[config.mk]
export PLATFORM = sky130hd
export DESIGN_NAME = bgi_locate
export DESIGN_NICKNAME = d
export VERILOG_FILES = /design/src/design/bgi_pkg.sv /design/src/design/bgi_locate.sv
export SDC_FILE = /design/constraint.sdc
export NUM_CORES = 1
export LEC_CHECK = 0
export BUFFER_PORTS_ARGS = -buffer_cell sky130_fd_sc_hd__buf_2
export CORE_AREA = 2 2 39 41
export DETAILED_ROUTE_END_ITERATION = 8
export DIE_AREA = 0 0 41 43
export MAX_ROUTING_LAYER = met4
export RECOVER_POWER = 50
export SYNTH_ARGS = -nofsm -noshare
export SYNTH_HDL_FRONTEND = slang
export SYNTH_SLANG_ARGS = --single-unit
export TNS_END_PERCENT = 20
[constraint.sdc]
create_clock -name vclk -period 3.48
set_input_delay 0.348 -clock vclk [all_inputs]
set_output_delay 0.348 -clock vclk [all_outputs]
set_load 0.005 [all_outputs]
[src/design/bgi_pkg.sv]
// ----------------------------------------------------------------------------
// bgi_pkg
// Shared widths, constants and types of the bilinear grid interpolator.
// ----------------------------------------------------------------------------
`default_nettype none

package bgi_pkg;

  localparam int COORD_W = 17;
  localparam int FRAC_W = 17;
  localparam int FRAC_SHIFT = 16;
  localparam int VALUE_W = 32;
  localparam int WEIGHT_W = 33;
  localparam int ACC_W = 64;

  localparam int DEFAULT_GRID_CELLS = 16;

  localparam logic [COORD_W-1:0] ONE_Q16 = 17'h1_0000;
  localparam logic [VALUE_W-1:0] SIGN_BIT = 32'h8000_0000;
  localparam logic [ACC_W-1:0] ROUND_HALF = 64'h0000_0000_8000_0000;

  // Transaction codes on func
  localparam logic FUNC_WRITE = 1'b0;
  localparam logic FUNC_EVAL = 1'b1;

  // Evaluate request handed from the address stage to the blend pipeline
  typedef struct packed {
    logic valid;
    logic [FRAC_W-1:0] frac_x;
    logic [FRAC_W-1:0] frac_y;
  } bgi_frac_t;

endpackage

`default_nettype wire

[src/design/bgi_locate.sv]
// ----------------------------------------------------------------------------
// bgi_locate
// Clamp one Q1.16 coordinate and split it into a cell index and a fraction.
// ----------------------------------------------------------------------------
`default_nettype none

module bgi_locate #(
  parameter int GRID_CELLS = bgi_pkg::DEFAULT_GRID_CELLS,
  localparam int CELL_W = $clog2(GRID_CELLS + 1)
) (
  input  wire logic [bgi_pkg::COORD_W-1:0] coord,
  output logic [CELL_W-1:0]                cell_idx,
  output logic [bgi_pkg::FRAC_W-1:0]       frac
);

  import bgi_pkg::*;

  localparam int T_W = COORD_W + CELL_W;
  localparam int K_W = T_W - FRAC_SHIFT;
  localparam logic [K_W-1:0] LAST_CELL = K_W'(GRID_CELLS - 1);

  always_comb begin
    logic [COORD_W-1:0] c;
    logic [T_W-1:0] t;
    logic [T_W-1:0] t_m1;
    logic [K_W-1:0] k;
    logic [T_W-1:0] base;
    c = (coord > ONE_Q16) ? ONE_Q16 : coord;
    t = T_W'(c) * T_W'(GRID_CELLS);
    t_m1 = t - T_W'(1);
    // A point on an interior grid line belongs to the lower cell
    if (t == '0) begin
      k = '0;
    end else begin
      k = t_m1[T_W-1:FRAC_SHIFT];
    end
    if (k > LAST_CELL) begin
      k = LAST_CELL;
    end
    cell_idx = CELL_W'(k);
    base = T_W'(cell_idx) << FRAC_SHIFT;
    frac = FRAC_W'(t - base);
  end

endmodule

`default_nettype wire

==> results of run 1 <==
-- cells by family after synthesis --
family                 Yosys count
buffers and inverters            8
AOI/OAI and AO/OA               10
and+or+nand+nor                 25
other                            1
-- final timing paths --
check / start / to / slack [ns] / depth (start not counted)
worst min-delay path: coord[10] / frac[14] / 1.01 / 3
worst max-delay path: coord[2] / cell_idx[1] / 1.25 / 5
-- synth_stat cells --
cell type | n | area (um2)
nor4_1 | 4 | 25.0
a21boi_0 | 2 | 15.0
or2_2 | 1 | 6.26
buf_4 | 5 | 37.5
conb_1 | 1 | 3.75
nor4b_1 | 1 | 8.76
a221o_1 | 1 | 10.0
o41a_1 | 1 | 11.3
or4_4 | 1 | 11.3
o21a_1 | 1 | 7.51
nand4_1 | 2 | 12.5
nor2b_1 | 10 | 62.6
inv_1 | 2 | 7.51
nor2_1 | 3 | 11.3
a311o_1 | 1 | 10.0
o41ai_1 | 1 | 8.76
a31oi_1 | 2 | 12.5
clkbuf_1 | 1 | 3.75
or4_1 | 2 | 15.0
a211o_1 | 1 | 8.76
nor3_1 | 1 | 5.00
-- per-stage QoR --
step                cells  hold slack (ns)  power (mW)
floorplan              48            0.726      0.0224
global placement       92             1.01      0.0431
detailed placement     92             1.01      0.0439
CTS                    92             1.01      0.0440
global route           92             1.02      0.0480
finish                 92             1.01      0.0429
-- per-layer routing --
metal / global-route usage, % / wire (um)
met2: 17.8 / 478
met3: 0 / 64
met5: - / 0
met1: 14.6 / 403
met4: 0 / 0
-- final cells by class --
cell class                      instances  area share, %
Timing Repair Buffer                   34           36.1
Inverter                                2           1.67
Tap cell                               16           4.44
Multi-Input combinational cell         40           57.8
-- worst max-delay path, cell delays in order --
cell	delay [ns]
buf_2	0.11
or4_1	0.58
o41a_1	0.39
a311o_1	0.32
buf_2	0.13
-- power by group --
group	leakage, nW	switching [mW]	total, mW	internal (mW)
Sequential	0	0	0	0
Combinational	0.203	0.0218	0.0429	0.0211
Clock	0	0	0	0
Total	0.203	0.0218	0.0429	0.0211
==> results.py, run 1 <==
metrics = {
    "yosys": {
        "syn_area_per_cell_um2": 6.68,
        "yosysWarningCount": 0,
        "ys_seq_area_share_pct": 0,
        "synth.distinct_cells": 21,
        "synthAdderAreaFrac_pct": 0,
        "synth_xor_area_share_pct": 0,
        "synthSimpleGateAreaFrac_pct": 53.6,
        "synth_compound_area_share_pct": 28.5,
        "synth_cells": 44,
        "syn-cell-area_um2": 294,
        "synth.mux.area_fraction_pct": 0,
        "synth_top_family_by_area": "simple AND/OR/NAND/NOR gates",
    },
    "global_routing": {
        "grt_pass1_wl_um": 1390,
        "grtUsageTotal_pct": 10.5,
        "grt_pass1_vias": 346,
        "gr-total-overflow": 0,
        "antenna_found_initial": 0,
        "grt_max_degree": 19,
    },
    "timing": {
        "hold_violations": 0,
        "finalCritPeriodShare_pct": 64.0,
        "worst_pin_slew_ns": 0.700,
        "max_freq_mhz": 449,
        "rsz0062_at_grt": "false",
        "setup_viol_count_final": 0,
        "slew_headroom_pct": 53.3,
        "period_minus_slack_ns": 2.23,
        "tns_ns": 0,
        "setup_ws_ns": 1.25,
        "drv_slew": 0,
    },
    "finish": {
        "seq_cells": 0,
        "syn_to_final_growth_pct": 53.2,
        "final_area_um2": 450,
        "nNetsFinal": 95,
        "seqCellArea_um2": 0,
        "insertedDiodeCount": 0,
        "multi_input_area_um2": 260,
        "num-fill-cells": 164,
        "drive_above_1_share_pct": 39.5,
        "mostFrequentLayoutCell": "buf_2",
        "final_cell_mix": "buf_2, nor2b_1, clkbuf_1",
        "clkbuf_count": 0,
        "fin_util_pct": 32.5,
    },
    "floorplan": {
        "dieArea_um2": 1760,
        "io_pins": 39,
        "row_count": 14,
        "die_w_um": 41,
        "initial_core_util_pct": 21.2,
        "core_area_um2": 1380,
        "die_y_um": 43,
    },
    "worst_setup_path": {
        "crit_path_end_kind": "primary output",
        "crit_path_max_fanout": 3,
        "crit_required_ns": 3.13,
        "path_class": "input port to primary output",
        "critPathLaunchType": "input port",
        "arrival_ns": 1.88,
    },
    "placed_design": {
        "port-buffer-count": 34,
        "gp_congestion": 0.644,
        "place_area_um2": 458,
        "preCtsSetupSlack_ns": 1.25,
    },
    "run": {
        "drv_cap": 0,
    },
    "clocking": {
        "hold_buffers": 0,
        "postCtsSetupBuffers": 0,
        "cts_resized": 0,
    },
    "detailed_routing": {
        "wl_per_cell_um": 10.3,
        "vias": 432,
        "ant_nets": 0,
        "drc": 0,
        "drt_iter0_drc": 3,
        "drt-total-wl_um": 946,
        "drt_pass1_iterations": 4,
        "via_per_inst": 4.70,
    },
    "pwr": {
        "worst_ir_drop_vdd_v": 0.0000260,
        "p_leak_nw": 0.203,
        "p_per_area_nw_per_um2": 95.2,
    },
    "hold_path": {
        "min_path_type": "input port to primary output",
    },
    "run_status": {
        "status": "finished clean",
    },
}
Note: power is estimated with default switching activity, not from simulation.
==> inputs of run 2 (changes only) <==
==> constraint.sdc (replaced) <==
create_clock -name vclk -period 1.8
set_input_delay 0.18 -clock vclk [all_inputs]
set_output_delay 0.18 -clock vclk [all_outputs]
set_load 0.005 [all_outputs]
==> run 2 against run 1 <==
Worst hold slack lost 0.33 ns. Routed wire length up 3.6%. Final cell count increased by 11%. Global-route usage is 0.72 points higher. The run now ends with setup timing left. Critical path depth unchanged. Total power increased by 130%. Via count rose by 11%. Sequential share of layout area unchanged. Setup slack got worse by 1.3 ns. Flip-flop and latch count stayed put. Combinational power up 130%. Die area did not move.
==> results.py, run 2 (synthesis gave the netlist of run 1 again) <==
metrics = {
    "run_status": {
        "status": "finished with violations",
        "failed_checks": "setup timing",
    },
    "finish": {
        "drive_above_1_share_pct": 50.0,
        "clkbuf_count": 0,
        "final_cell_mix": "buf_2, nor2b_1, buf_4",
        "seqCellArea_um2": 0,
        "final_area_um2": 538,
        "syn_to_final_growth_pct": 83.0,
        "mostFrequentLayoutCell": "buf_2",
        "seq_cells": 0,
        "nNetsFinal": 105,
        "insertedDiodeCount": 0,
    },
    "detailed_routing": {
        "drc": 0,
        "via_per_inst": 4.70,
        "vias": 479,
        "drt-total-wl_um": 980,
        "wl_per_cell_um": 9.61,
        "ant_nets": 0,
        "drt_iter0_drc": 0,
        "drt_pass1_iterations": 1,
    },
    "timing": {
        "setup_ws_ns": -0.00676,
        "drv_slew": 0,
        "setup_viol_count_final": 1,
        "rsz0062_at_grt": "true",
        "max_freq_mhz": 553,
        "period_minus_slack_ns": 1.81,
        "hold_violations": 0,
        "finalCritPeriodShare_pct": 100,
        "tns_ns": -0.00676,
    },
    "floorplan": {
        "initial_core_util_pct": 21.2,
        "core_area_um2": 1380,
        "dieArea_um2": 1760,
        "die_y_um": 43,
        "row_count": 14,
        "io_pins": 39,
        "die_w_um": 41,
    },
    "global_routing": {
        "gr-total-overflow": 0,
        "grt_pass1_wl_um": 1490,
        "grtUsageTotal_pct": 11.3,
        "antenna_found_initial": 0,
        "grt_pass1_vias": 406,
        "grt_max_degree": 19,
    },
    "pwr": {
        "power_mw": 0.0967,
        "p_leak_nw": 0.262,
        "worst_ir_drop_vdd_v": 0.0000560,
        "p_per_area_nw_per_um2": 180,
    },
    "worst_setup_path": {
        "crit_start": "coord[7]",
        "cp-endpoint": "cell_idx[1]",
        "crit_path_end_kind": "primary output",
        "crit_required_ns": 1.62,
        "path_class": "input port to primary output",
        "critPathLaunchType": "input port",
        "crit_path_max_fanout": 2,
        "arrival_ns": 1.63,
    },
    "run": {
        "drv_cap": 0,
    },
    "hold_path": {
        "min_path_type": "input port to primary output",
    },
    "placed_design": {
        "port-buffer-count": 34,
        "place_area_um2": 526,
        "gp_congestion": 0.649,
        "preCtsSetupSlack_ns": -0.0618,
    },
    "clocking": {
        "hold_buffers": 0,
    },
}
run 2: cell type report:
class                      instances  area [um2]
fill                             161         846
inverter                           2        7.51
multi-input combinational         40         264
tap                               16        20.0
timing repair buffer              44         246
run 2: worst min path at each step:
stage	from	endpoint	slack (ns)	cells past startpoint
floorplan	coord[16]	frac[10]	0.39	1
global placement	coord[6]	frac[10]	0.67	3
detailed placement	coord[10]	frac[14]	0.67	3
CTS	coord[10]	frac[14]	0.67	3
global route	coord[9]	frac[13]	0.70	3
finish	coord[10]	frac[14]	0.68	3
run 2: repair_timing:
| action | in CTS | in global routing |
|---|---|---|
| setup endpoints to repair | 1 | 1 |
| pin swaps | 3 | 0 |
| resized for setup | 2 | 0 |
| setup buffers | 1 | 0 |
run 2: worst max-delay path: stages:
cell and delay (ns):
buf_6 0.09, or4_4 0.53, o41a_1 0.42, a311o_1 0.28, buf_2 0.13
run 2: routing by layer:
layer | up-vias | GRT usage, % | wire length [um]
met2 | 15 | 21.3 | 541
met3 | 0 | 0 | 71
li1 | 246 | - | -
met4 | 0 | 0 | 0
met1 | 218 | 13.3 | 367
met5 | - | - | 0
run 2: where the power goes:
| group | leakage [nW] | internal (mW) | total, mW | switching, mW |
|---|---|---|---|---|
| clock network | 0 | 0 | 0 | 0 |
| logic | 0.262 | 0.0519 | 0.0967 | 0.0448 |
| registers | 0 | 0 | 0 | 0 |
run 2: stage by stage:
step	instances	hold WS [ns]	util [%]
finish	102	0.676	38.9
global placement	101	0.673	38.0
detailed placement	101	0.673	38.0
floorplan	48	0.390	-
global route	102	0.700	38.9
CTS	102	0.673	39.2
==> inputs of run 3 (changes only) <==
--- a/config.mk
+++ b/config.mk
@@ -9,7 +9,9 @@
 export CORE_AREA = 2 2 39 41
 export DETAILED_ROUTE_END_ITERATION = 8
 export DIE_AREA = 0 0 41 43
+export GPL_TIMING_DRIVEN = 0
 export MAX_ROUTING_LAYER = met4
+export PLACE_DENSITY = 0.69
 export RECOVER_POWER = 50
 export SYNTH_ARGS = -nofsm -noshare
 export SYNTH_HDL_FRONTEND = slang
==> run 3 against run 2 <==
The flow now finishes without violations. Combinational power barely moved. Via count fell by 2.7%. Flip-flop and latch count did not move. Routed wire length fell by 4.2%. Worst hold slack improved by 0.0029 ns. Global-route usage fell by 0.82 points. Die area did not move. Total power barely moved. Final cell count fell by 2.9%.
==> results.py, run 3 (synthesis gave the netlist of run 1 again) <==
metrics = {
    "run_status": {
        "status": "finished clean",
    },
    "floorplan": {
        "row_count": 14,
        "core_area_um2": 1380,
        "io_pins": 39,
        "dieArea_um2": 1760,
        "die_y_um": 43,
        "initial_core_util_pct": 21.2,
        "die_w_um": 41,
    },
    "timing": {
        "max_freq_mhz": 559,
        "slew_headroom_pct": 65.2,
        "drv_slew": 0,
        "period_minus_slack_ns": 1.79,
        "hold_violations": 0,
        "setup_viol_count_final": 0,
        "worst_pin_slew_ns": 0.517,
        "rsz0062_at_grt": "true",
        "setup_ws_ns": 0.00989,
        "finalCritPeriodShare_pct": 99.5,
    },
    "clocking": {
        "hold_buffers": 0,
    },
    "detailed_routing": {
        "drt-total-wl_um": 939,
        "drc": 0,
        "wl_per_cell_um": 9.48,
        "drt_iter0_drc": 7,
        "vias": 466,
        "drt_pass1_iterations": 4,
        "via_per_inst": 4.71,
        "ant_nets": 0,
    },
    "global_routing": {
        "grt_pass1_vias": 357,
        "grt_pass1_wl_um": 1390,
        "grt_max_degree": 11,
        "gr-total-overflow": 0,
        "grtUsageTotal_pct": 10.4,
        "antenna_found_initial": 0,
    },
    "worst_setup_path": {
        "arrival_ns": 1.61,
        "critPathLaunchType": "input port",
        "crit_path_end_kind": "primary output",
        "crit_path_max_fanout": 3,
        "path_class": "input port to primary output",
        "crit_required_ns": 1.62,
    },
    "placed_design": {
        "dpl.cell_count": 98,
        "gp_congestion": 0.657,
        "place_area_um2": 499,
        "port-buffer-count": 34,
        "preCtsSetupSlack_ns": -0.0776,
    },
    "pwr": {
        "worst_ir_drop_vdd_v": 0.0000639,
        "p_leak_nw": 0.243,
        "p_per_area_nw_per_um2": 187,
    },
    "hold_path": {
        "hold_depth": 3,
        "min_path_type": "input port to primary output",
    },
    "finish": {
        "nNetsFinal": 102,
        "seqCellArea_um2": 0,
        "final_cells": 99,
        "final_area_um2": 515,
        "fin_util_pct": 37.3,
        "multi_input_area_um2": 264,
        "insertedDiodeCount": 0,
        "clkbuf_count": 0,
        "drive_above_1_share_pct": 44.6,
        "num-fill-cells": 151,
        "final_cell_mix": "buf_2, nor2b_1, clkbuf_1",
        "mostFrequentLayoutCell": "buf_2",
        "seq_cells": 0,
        "syn_to_final_growth_pct": 75.3,
    },
    "run": {
        "drv_cap": 0,
    },
}
run 3: cell count changes in the layout (fill, tap and decap cells not counted), sizes merged:
cell,delta
buf,-4
clkbuf,+1
run 3: worst paths after layout:
check,from,endpoint,slack (ns)
max,coord[7],cell_idx[1],0.01
min,coord[11],frac[15],0.68
run 3: area by class of cell:
class,instances,area share [%]
repair buffers,35,35.4
multi-input cells,40,51.2
plain buffers,6,8.01
well taps,16,3.88
inverters,2,1.46
run 3: power breakdown:
group / total, mW / switching, mW / internal [mW]
logic: 0.0966 / 0.0442 / 0.0524
registers: 0 / 0 / 0
clock network: 0 / 0 / 0
total: 0.0966 / 0.0442 / 0.0524
run 3: repair_timing:
| action | CTS | global route |
|---|---|---|
| resized for setup | 3 | 0 |
| pin swaps | 3 | 0 |
| setup buffers | 1 | 0 |
| endpoints found under the setup margin | 1 | 2 |
run 3: metal layers:
layer	up-vias	global-route usage, %	part of all wire [%]
li1	243	-	-
met1	205	13.6	42
met2	18	18.4	50
met3	0	0	8.5
met4	0	0	0
met5	-	-	0
run 3: worst max-delay path, cell delays in order:
cell and delay [ns]:
buf_6 0.09, or4_4 0.54, o41a_1 0.41, a311o_1 0.26
buf_2 0.13
run 3: through the flow:
stage	hold WS (ns)	TNS, ns	total power, mW
final	0.679	0	0.0966
after CTS	0.674	-0.000168	0.0984
after floorplan	0.390	0	0.0433
after global routing	0.697	-0.0327	0.107
after global placement	0.668	-0.0719	0.0916
after detailed placement	0.674	-0.0776	0.0931
